==> src/design/salru_pkg.sv <==
// shared types, codes and constants of the set-associative lru cache lookup
// no dependencies
`default_nettype none

package salru_pkg;

  localparam int ADDR_W        = 64;
  localparam int STAMP_W       = 64;
  localparam int TALLY_W       = 32;
  localparam int SET_BITS_W    = 3;
  localparam int OFFSET_BITS_W = 6;
  localparam int WAYS_W        = 4;
  localparam int CFG_IDX_W     = 8;
  localparam int CFG_DATA_W    = 8;
  localparam int OFFSET_MAX    = 32;

  localparam logic [SET_BITS_W-1:0]    SET_BITS_RST    = SET_BITS_W'(1);
  localparam logic [OFFSET_BITS_W-1:0] OFFSET_BITS_RST = OFFSET_BITS_W'(4);
  localparam logic [WAYS_W-1:0]        WAYS_RST        = WAYS_W'(1);
  localparam logic [STAMP_W-1:0]       STAMP_RST       = STAMP_W'(1);

  typedef enum logic [CFG_IDX_W-1:0] {
    REG_SET_BITS    = 8'd0,
    REG_OFFSET_BITS = 8'd1,
    REG_WAYS_IN_USE = 8'd2
  } cfg_reg_e;

  typedef enum logic [1:0] {
    OUT_HIT   = 2'd0,
    OUT_FILL  = 2'd1,
    OUT_EVICT = 2'd2
  } outcome_e;

  typedef struct packed {
    logic accept;
    logic look;
    logic scan;
    logic commit;
  } salru_cmd_t;

  typedef struct packed {
    logic hit;
    logic single_way;
    logic scan_last;
    logic out_free;
  } salru_status_t;

  function automatic logic [TALLY_W-1:0] sat_inc(input logic [TALLY_W-1:0] v);
    return (v == {TALLY_W{1'b1}}) ? v : v + 1'b1;
  endfunction

endpackage

`default_nettype wire

==> src/design/salru_ctrl.sv <==
// sequencing state machine: accept, set lookup, victim scan, write-back
// depends on salru_pkg
`default_nettype none

module salru_ctrl import salru_pkg::*; (
  input  wire logic          clk_i,
  input  wire logic          rst_ni,
  input  wire logic          acc_valid_i,
  output logic               acc_ready_o,
  input  wire salru_status_t status_i,
  output salru_cmd_t         cmd_o
);

  typedef enum logic [3:0] {
    ST_IDLE  = 4'b0001,
    ST_LOOK  = 4'b0010,
    ST_SCAN  = 4'b0100,
    ST_WRITE = 4'b1000
  } state_e;

  state_e state_q, state_d;

  always_comb begin
    state_d = state_q;
    case (state_q)
      ST_IDLE: begin
        if (acc_valid_i) begin
          state_d = ST_LOOK;
        end
      end
      ST_LOOK: begin
        if (status_i.hit || status_i.single_way) begin
          state_d = ST_WRITE;
        end else begin
          state_d = ST_SCAN;
        end
      end
      ST_SCAN: begin
        if (status_i.scan_last) begin
          state_d = ST_WRITE;
        end
      end
      ST_WRITE: begin
        if (status_i.out_free) begin
          state_d = ST_IDLE;
        end
      end
      default: begin
        state_d = ST_IDLE;
      end
    endcase
  end

  always_ff @(posedge clk_i or negedge rst_ni) begin
    if (!rst_ni) begin
      state_q <= ST_IDLE;
    end else begin
      state_q <= state_d;
    end
  end

  assign acc_ready_o   = (state_q == ST_IDLE);
  assign cmd_o.accept  = (state_q == ST_IDLE) && acc_valid_i;
  assign cmd_o.look    = (state_q == ST_LOOK);
  assign cmd_o.scan    = (state_q == ST_SCAN);
  assign cmd_o.commit  = (state_q == ST_WRITE) && status_i.out_free;

endmodule

`default_nettype wire

==> config.mk <==
export PLATFORM = sky130hd
export DESIGN_NAME = salru_ctrl
export DESIGN_NICKNAME = d
export VERILOG_FILES = /design/src/design/salru_pkg.sv /design/src/design/salru_ctrl.sv
export SDC_FILE = /design/constraint.sdc
export NUM_CORES = 1
export LEC_CHECK = 0
export ABC_AREA = 1
export BUFFER_PORTS_ARGS = -buffer_cell sky130_fd_sc_hd__buf_2
export CORE_AREA = 2 2 39 41
export DETAILED_ROUTE_END_ITERATION = 12
export DIE_AREA = 0 0 41 43
export PLACE_DENSITY = 0.43
export SYNTH_ARGS = -nofsm -noshare
export SYNTH_HDL_FRONTEND = slang
export SYNTH_SLANG_ARGS = --single-unit
==> constraint.sdc <==
create_clock -name clk_i -period 1.78 [get_ports clk_i]
set_clock_uncertainty 0.05 [all_clocks]
set_input_delay 0 -clock clk_i [delete_from_list [all_inputs] [get_ports clk_i]]
set_output_delay 0 -clock clk_i [all_outputs]
set_load 0.03 [all_outputs]
Word-level counts from Yosys, hierarchy flattened
Index checks and enable logic that the tools add are counted.
- equal/unequal tests: 7
- multiplexer cells: 5
- reduce and logical (&&, ||, !) cells: 4
- operators with widths (cell ; number):
    4-bit two-way mux ; 4
    4-bit one-hot mux with 4 select lines ; 1
    2-bit inequality test (second input constant) ; 3
    4-bit by 1-bit equality test with 1-bit output (second input constant) ; 1
    4-bit by 2-bit equality test with 1-bit output (second input constant) ; 1
    4-bit by 3-bit equality test with 1-bit output (second input constant) ; 1
    4-bit equality test (second input constant) ; 1
    3-bit AND reduction ; 1
    1-bit logical AND ; 2
    1-bit logical OR ; 1
- register bits after elaboration: 4
- bits of input ports: 7
- output and inout bits: 5
- word-level logic and storage cells: 17

Depth between registers and ports, before layout
Gate-level depths: netlist of run 1.
- depth in word-level cells: 3
- depth in mapped cells: 7
- mapped depth without buffers: 7

Worst setup path before layout of run 1
Ideal clock, no wire load.
- path kind: reg2out
- start: reg state_q[0]
- end: out cmd_o[3] (netlist bit)
- arrival: 1.478 ns
- required time: 1.730 ns
- path slack: 0.252 ns
- cell stages (with the launch flop): 5
- buffers on the path: 0
- cells stage by stage: dfstp_2 -> inv_1 -> nor2_1 -> nand2_2 -> nor3_1
- RTL lines (element ; line ; source):
    from (decl) ; salru_ctrl.sv:21 ; state_e state_q, state_d;
    from (signal assigned) ; salru_ctrl.sv:58 ; state_q <= state_d;
    to (decl) ; salru_ctrl.sv:11 ; output salru_cmd_t cmd_o

==> results summary, run 1 <==
For the worst-skew pair, the clock arrives at the later sink with an insertion delay of 240 ps. The slowest stage of the critical path is the dfstp_2 cell. Data arrives at the worst endpoint at 1440 ps. The number of antenna violations at the first check in global routing is 0. In this run the cell area measured after placement is 325 sq um.

Excluding fillers, the count of instances in the completed layout stands at approximately 70. The total CTS buffers is 3. The first-pass detailed-route iteration total came out at 4. The maximum ir drop on the vdd rail is 0.417 mV. The I/O pin count is 12. The leakage component of the power is ~0.23 nW. Grouping stages by cell kind, the critical path spends the most delay in flip-flops.

In this run the number of H-tree levels came out at 1. The final-layout fill cell count is between 150 and 200. The finished layout cell area came out at 382 sq um. When the netlist entered floorplanning its net count stood at 44.

The vertical die dimension came out at 43 microns. The remaining routing DRC violations is 0. The routed layout has about 270 vias. The number of buffer and inverter instances along the worst setup path is 2. The largest registers in the layout are state_q (4).

The type of element capturing the critical path is an output port. The highest achievable clock rate is ~670 MHz. TritonCTS built the clock tree. The total overflow left after global routing is 0. During placement, the flow inserted port buffers numbering 11. The count of antenna-violating nets left after detailed routing is 0. The die width is 41 microns. The root cell of the clock tree is clkbuf_4. The worst hold margin came out at ~2.2 ps. The register area share after synthesis is 40.5%. Data on the critical path is required at its endpoint by 1730 ps.

The layout overhead on the synthesized area is 52.5%. At the end of the flow the core is filled with cells to between 20% and 30%. The multi-input combinational cells in the finished layout cover a total of 119 sq um. The final setup violation count came out at 0. In the final layout, the share of cells above drive strength 1 is around 33%. The largest single stage delay on the critical path is 530 ps.

The final layout contains 63 nets. The final weighted congestion of routability-driven global placement is 0.705. The setup slack of the critical path after layout is between 200 and 300 ps. The number of pins with negative max-slew slack in the final report was 0.

The synthesis warning total came out at 0. The first global-routing pass estimated approximately 880 microns of wire. The register with the most flip-flops in the layout has 4 of them. The shortest clock period the worst path allows after layout is between 1000 and 1500 ps. The maximum clock insertion buffer count is 2.

Dividing the final minimum period by the clock period gives between 80% and 90%. Clock-pin slew was measured on the worst setup and hold paths at 40 ps. The number of inserted diodes came out at 0. After detailed routing, the average wire length per cell comes to 7.65 microns. The average vias per placed instance is 3.76.

The placed instance count came out at 64. In the final timing run, aggregate negative setup slack is 0 ps. The final number of hold-violating endpoints is 0.

The signal on the critical path passes through inv_1, nor2_1, nand2_2, nor3_1, buf_2. Entering global routing, the biggest net connects 6 pins. The initial core utilization is about 18%.

Post-CTS repair changed the size of 0 cells. The synthesized design contains 4 register bits. In this run the tightest slew margin relative to its limit is 88.5%.

The tool flagged a number of max-cap violations equal to 0. The largest fanout on the critical path came out at 5. The synthesized cell area came out at approximately 250 sq um. The register with the most flip-flops is state_q. Post-CTS timing repair inserted 0 buffers for setup. The power per cell area is 1580 nW/um^2.

The number of standard-cell rows in the floorplan came out at 14. STA classifies the critical path startpoint as a flip-flop. The overall power consumption is 0.602 mW. The pre-CTS setup slack came out at 522 ps.

The post-synthesis cell type count came out at 12. The sequential cells in the finished layout cover a total of 101 sq um. In this run the mean area of a mapped cell was 6.76 sq um.

The startpoint-to-endpoint class of the critical path is reg2out. The flow ran to the end, and the final reports show no timing, DRC or antenna violations. The via count of the first global-routing pass is 239. The number of clock sinks is 4.

The area of the die is roughly 1800 sq um. Setup repair after global routing left no endpoint under its margin. The total routing usage reported by global routing is 7.66%.

The total wirelength of the detailed-routed design is ~540 microns. At the pin with the least slew margin, the transition time is between 150 and 200 ps. After technology mapping, the gate count stands at 37.

The area of the core is 1380 sq um. In this run the worst hold path is classified as in2reg. In this run, the number of DRC markers left after iteration 0 of detailed routing was 2.
-- what timing repair did --
| action | in CTS | in global routing |
|---|---|---|
| hold buffers | 3 | 0 |
| endpoints found under the hold margin | 5 | 0 |
| endpoints found under the setup margin | 0 | 0 |
-- synthesized netlist by cell type (all sizes together) --
cell type | count | area, sq um
dfstp | 1 | 26.3
o21bai | 1 | 7.51
nand2 | 8 | 32.5
nor2 | 9 | 43.8
nand3 | 4 | 20.0
inv | 8 | 30.0
dfrtp | 3 | 75.1
o21ai | 1 | 5.00
nor3 | 2 | 10.0
-- metal layers --
layer	up-vias	GRT usage [%]	part of all wire (%)
li1	147	-	-
met1	114	9.45	44
met2	6	10.0	50
met3	0	3.14	6.4
met4	0	6.00	0
met5	-	0	0
-- layout make-up --
class / count / area share, %
clock buffer: 4 / 6.89
inverter: 8 / 7.87
multi-input combinational: 25 / 31.1
sequential: 4 / 26.6
tap: 16 / 5.25
timing repair buffer: 14 / 22.3
-- power breakdown --
part	switching [mW]	total, mW	internal [mW]
sequential	0.0235	0.156	0.132
combinational	0.220	0.324	0.104
clock	0.0378	0.122	0.0841
-- placed cells by master (no fill, tap or decap), drive strengths merged --
master / synthesis / layout
inv: 8 / 8
nand3: 4 / 4
dfstp: 1 / 1
o21ai: 1 / 1
nand2: 8 / 8
dlygate4sd3: 0 / 3
clkbuf: 0 / 4
buf: 0 / 11
nor3: 2 / 2
o21bai: 1 / 1
dfrtp: 3 / 3
nor2: 9 / 9
-- worst reg2reg max path: stages (launching register included) --
cell and delay (ps):
dfstp_2 530, inv_1 50, nor2_1 100, nand2_2 110, nor2_4 120, nor2_1 60
nand2_1 50, nand2_1 40
-- worst paths after layout --
kind                             start         end  slack, ps  cells after the start
min                        status_i[1]  state_q[2]          2                      4
min reg2reg                 state_q[2]  state_q[3]        550                      3
max                         state_q[0]    cmd_o[3]        290                      5
max reg2reg                 state_q[0]  state_q[3]        560                      7
min in group asynchronous       rst_ni  state_q[2]         40                      2
max in group asynchronous       rst_ni  state_q[0]       1420                      2
-- cell families (layout without fill, tap and decap cells) --
logic type / Yosys count / in the layout / share of synthesized area, %
AO/OA/AOI/OAI: 2 / 2 / 5.00
buffers and inverters: 8 / 26 / 12.0
flip-flops: 4 / 4 / 40.5
AND/OR/NAND/NOR: 23 / 23 / 42.5
No activity file was read; power rests on OpenSTA's default activity.
==> run 2: changes to the inputs <==
- clock period: 1.78 -> 1.4 ns (I/O delays scaled with it)
==> results summary, run 2 (synthesized netlist as in run 1, its figures left out) <==
The cell internal power dissipation is 0.519 mW (+62%). The worst setup path is captured at an output port. The vertical die dimension is 43 microns (unchanged). The fraction of power spent switching nets is 44.3% (-2.6 points). The count of antenna-violating nets left after detailed routing came out at 0 (unchanged). The average detailed-routed wire length per instance came out at 8.18 microns (+7.0%). The largest fanout on the critical path came out at 4 (-1). The share of total power in the clock network is 16.9% (-3.4 points). The number of design-rule violations left by the first detailed-router iteration was 1 (-1). The count of input and output buffers is 11 (unchanged). TritonCTS built the clock tree.

The portion of total power attributed to combinational logic is 61.3% (+7.4 points). The power per cell area is 2010 nW/um^2 (+27%). Setup repair after global routing could not meet its margin everywhere. The critical path's slowest cell is dfstp_2. The area of the core is 1380 sq um (unchanged). The number of antenna violations at the first check in global routing is 0 (unchanged).

The largest registers in the layout are state_q (4). The max-cap violation count is 0 (unchanged). By startpoint and endpoint, the worst setup path is classified as reg2out. The number of flip-flops under the largest register name was 4 (unchanged). The first-pass GRT wire length is 986 microns (+12%). The maximum ir drop on the vdd rail came out at 0.928 mV (+120%). Leaving out fill and tap cells, the most frequent cells in the layout are buf_2 (10), inv_1 (7), nand2_1 (6), buf_4 (6). The die width is 41 microns (unchanged). The leakage component of the power is 0.271 nW (+15%).

STA classifies the critical path startpoint as a flip-flop. The number of nets in the finished design is 70 (+11%). The final number of hold-violating endpoints is 0 (unchanged). The fraction of final layout cells sized beyond drive strength 1 is 48.4% (+16 points).

The final setup violation count is 0 (unchanged). The I/O pin count is 12 (unchanged). The global route total overflow came out at 0 (unchanged).

The sequential group share of total power is 21.8% (-4.1 points). The commonest non-fill, non-tap cell in the layout is buf_2. The final total negative setup slack came to 0 ps (unchanged).

The worst path needs 1380 ps of the cycle, external delays included. The first-pass detailed-route iteration total came out at 4 (unchanged). Relative to the synthesized area, the layout overhead comes to 85.5%.

The data required time at the worst endpoint is 1350 ps (-380 ps). The number of pins with negative max-slew slack in the final report came out at 0 (unchanged). Static timing analysis puts the maximum clock frequency at just over 700 MHz.

The longest individual stage delay on the worst path came to 530 ps (about the same). The total routing usage reported by global routing is 8.67% (+1.0 points). The number of standard-cell rows in the floorplan is 14 (unchanged). The worst register-to-register path begins at state_q[0]. The total via count after detailed routing came out at 312 (+17%). The initial core utilization is 18.1% (unchanged).

The total wirelength of the detailed-routed design is 638 microns (+17%). The share of the clock period used by the worst path is ~99%. The data arrival at the endpoint of the critical path was 1330 ps (-110 ps). The clock edge transition at the registers on the reported setup and hold paths came out at 40 ps (about the same). The final instance count without filler cells came out at 78 (+9.9%). The run finished with clean final reports.

The number of inserted diodes is 0 (unchanged). The class of the tightest hold or removal check is in2async. The overall power consumption came out at 0.931 mW (+55%). The final-layout fill cell count came out at 158 (-4.2%). The maximum number of pins on one net before global-route repair is 6 (unchanged). The transition at the pin with the smallest max-transition slack is 211 ps (+38.9 ps). The worst slew slack as a fraction of its limit is 85.9% (-2.6 points). Traced cell by cell, the critical path runs through nor2_2, nand3_2, nand2_2, nor3_2, buf_4. The number of clock sinks came out at 4 (unchanged). The most critical setup path has its startpoint at state_q[0].

The root cell of the clock tree is clkbuf_4. The area of the die came to 1760 sq um (unchanged). The total CTS buffers came out at 3 (unchanged). The wire-length estimate of the detail-placed layout is about 430 microns. The register with the most flip-flops in the final layout is state_q. The via count of the first global-routing pass is 271 (+13%).

The clock insertion delay at the later pin of the skew report came out at 240 ps (about the same). The count of H-tree levels built during CTS came out at 1 (unchanged). The maximum clock insertion buffer count is 2 (unchanged). The net load switching power is 0.412 mW (+46%). The average vias per placed instance is 4.00 (+6.4%).

The final weighted congestion of routability-driven global placement is 0.722 (+2.4%). The placed instance count is 64 (unchanged). The remaining routing DRC violations is 0 (unchanged).
[run 2: changes by cell type in the layout (fill, tap and decap cells not counted), moves of 2 or more]
cell | previous run | this run
buf_4 | 0 | 6
dlygate4sd3_1 | 3 | 5
nor2_2 | 1 | 3
nand3_1 | 4 | 2
nor2_1 | 7 | 5
nand3_2 | 0 | 2
[run 2: area by class of cell]
type / count / area, sq um / share of cell area, %
well taps: 16 / 20.0 / 4.31
clock buffers: 4 / 26.3 / 5.66
repair buffers: 21 / 145 / 31.3
inverters: 8 / 30.0 / 6.47
flip-flops and latches: 4 / 101 / 21.8
multi-input cells: 25 / 141 / 30.5
[run 2: worst paths after layout]
path,to,slack (ps),cells past startpoint
min,state_q[2],40,2
max in group asynchronous,state_q[0],1040,2
min reg2reg,state_q[2],560,3
max reg2reg,state_q[1],60,6
max,cmd_o[3],20,5
min in group clk_i,state_q[3],80,5
[run 2: metrics by stage]
step           setup WS, ps  hold WS [ps]  util [%]  instance area, sq um
2_1_floorplan           117          -346         -                   255
3_3_place_gp            155          -239      23.9                   330
3_5_place_dp            151          -243      23.9                   330
4_1_cts               -18.9          39.1      32.3                   447
5_1_grt               -43.3          62.8      33.5                   464
6_report               18.5          40.6      33.5                   464
[run 2: metal layers]
layer / share of wire (%) / track usage [%] / vias up / wire, microns
met1: 42 / 9.12 / 135 / 269
li1: - / - / 163 / -
met4: 2.2 / 8.00 / 0 / 14
met2: 50 / 12.5 / 12 / 317
met5: 0 / 0 / - / 0
met3: 5.6 / 3.14 / 2 / 36
[run 2: repair_timing]
action | 4_1_cts | 5_1_grt
endpoints found under the hold margin | 6 | 0
buffers inserted | 3 | 2
endpoints found under the setup margin | 1 | 4
gates cloned | 0 | 0
pin swaps | 4 | 4
hold buffers | 5 | 0
gates resized for setup | 6 | 1
[run 2: worst max-delay path: cells and delay by family, from the launching register on]
| kind | cells | cell delay, ps |
|---|---|---|
| buf+inv | 1 | 180 |
| simple gates | 4 | 380 |
| flops | 1 | 530 |
[run 2: power by group through the flow]
stage          Clock (mW)  Combinational (mW)  Sequential [mW]
2_1_floorplan           0               0.333            0.193
4_1_cts             0.165               0.541            0.201
3_3_place_gp            0               0.431            0.198
3_5_place_dp            0               0.431            0.197
5_1_grt             0.172               0.617            0.212
6_report            0.157               0.571            0.203
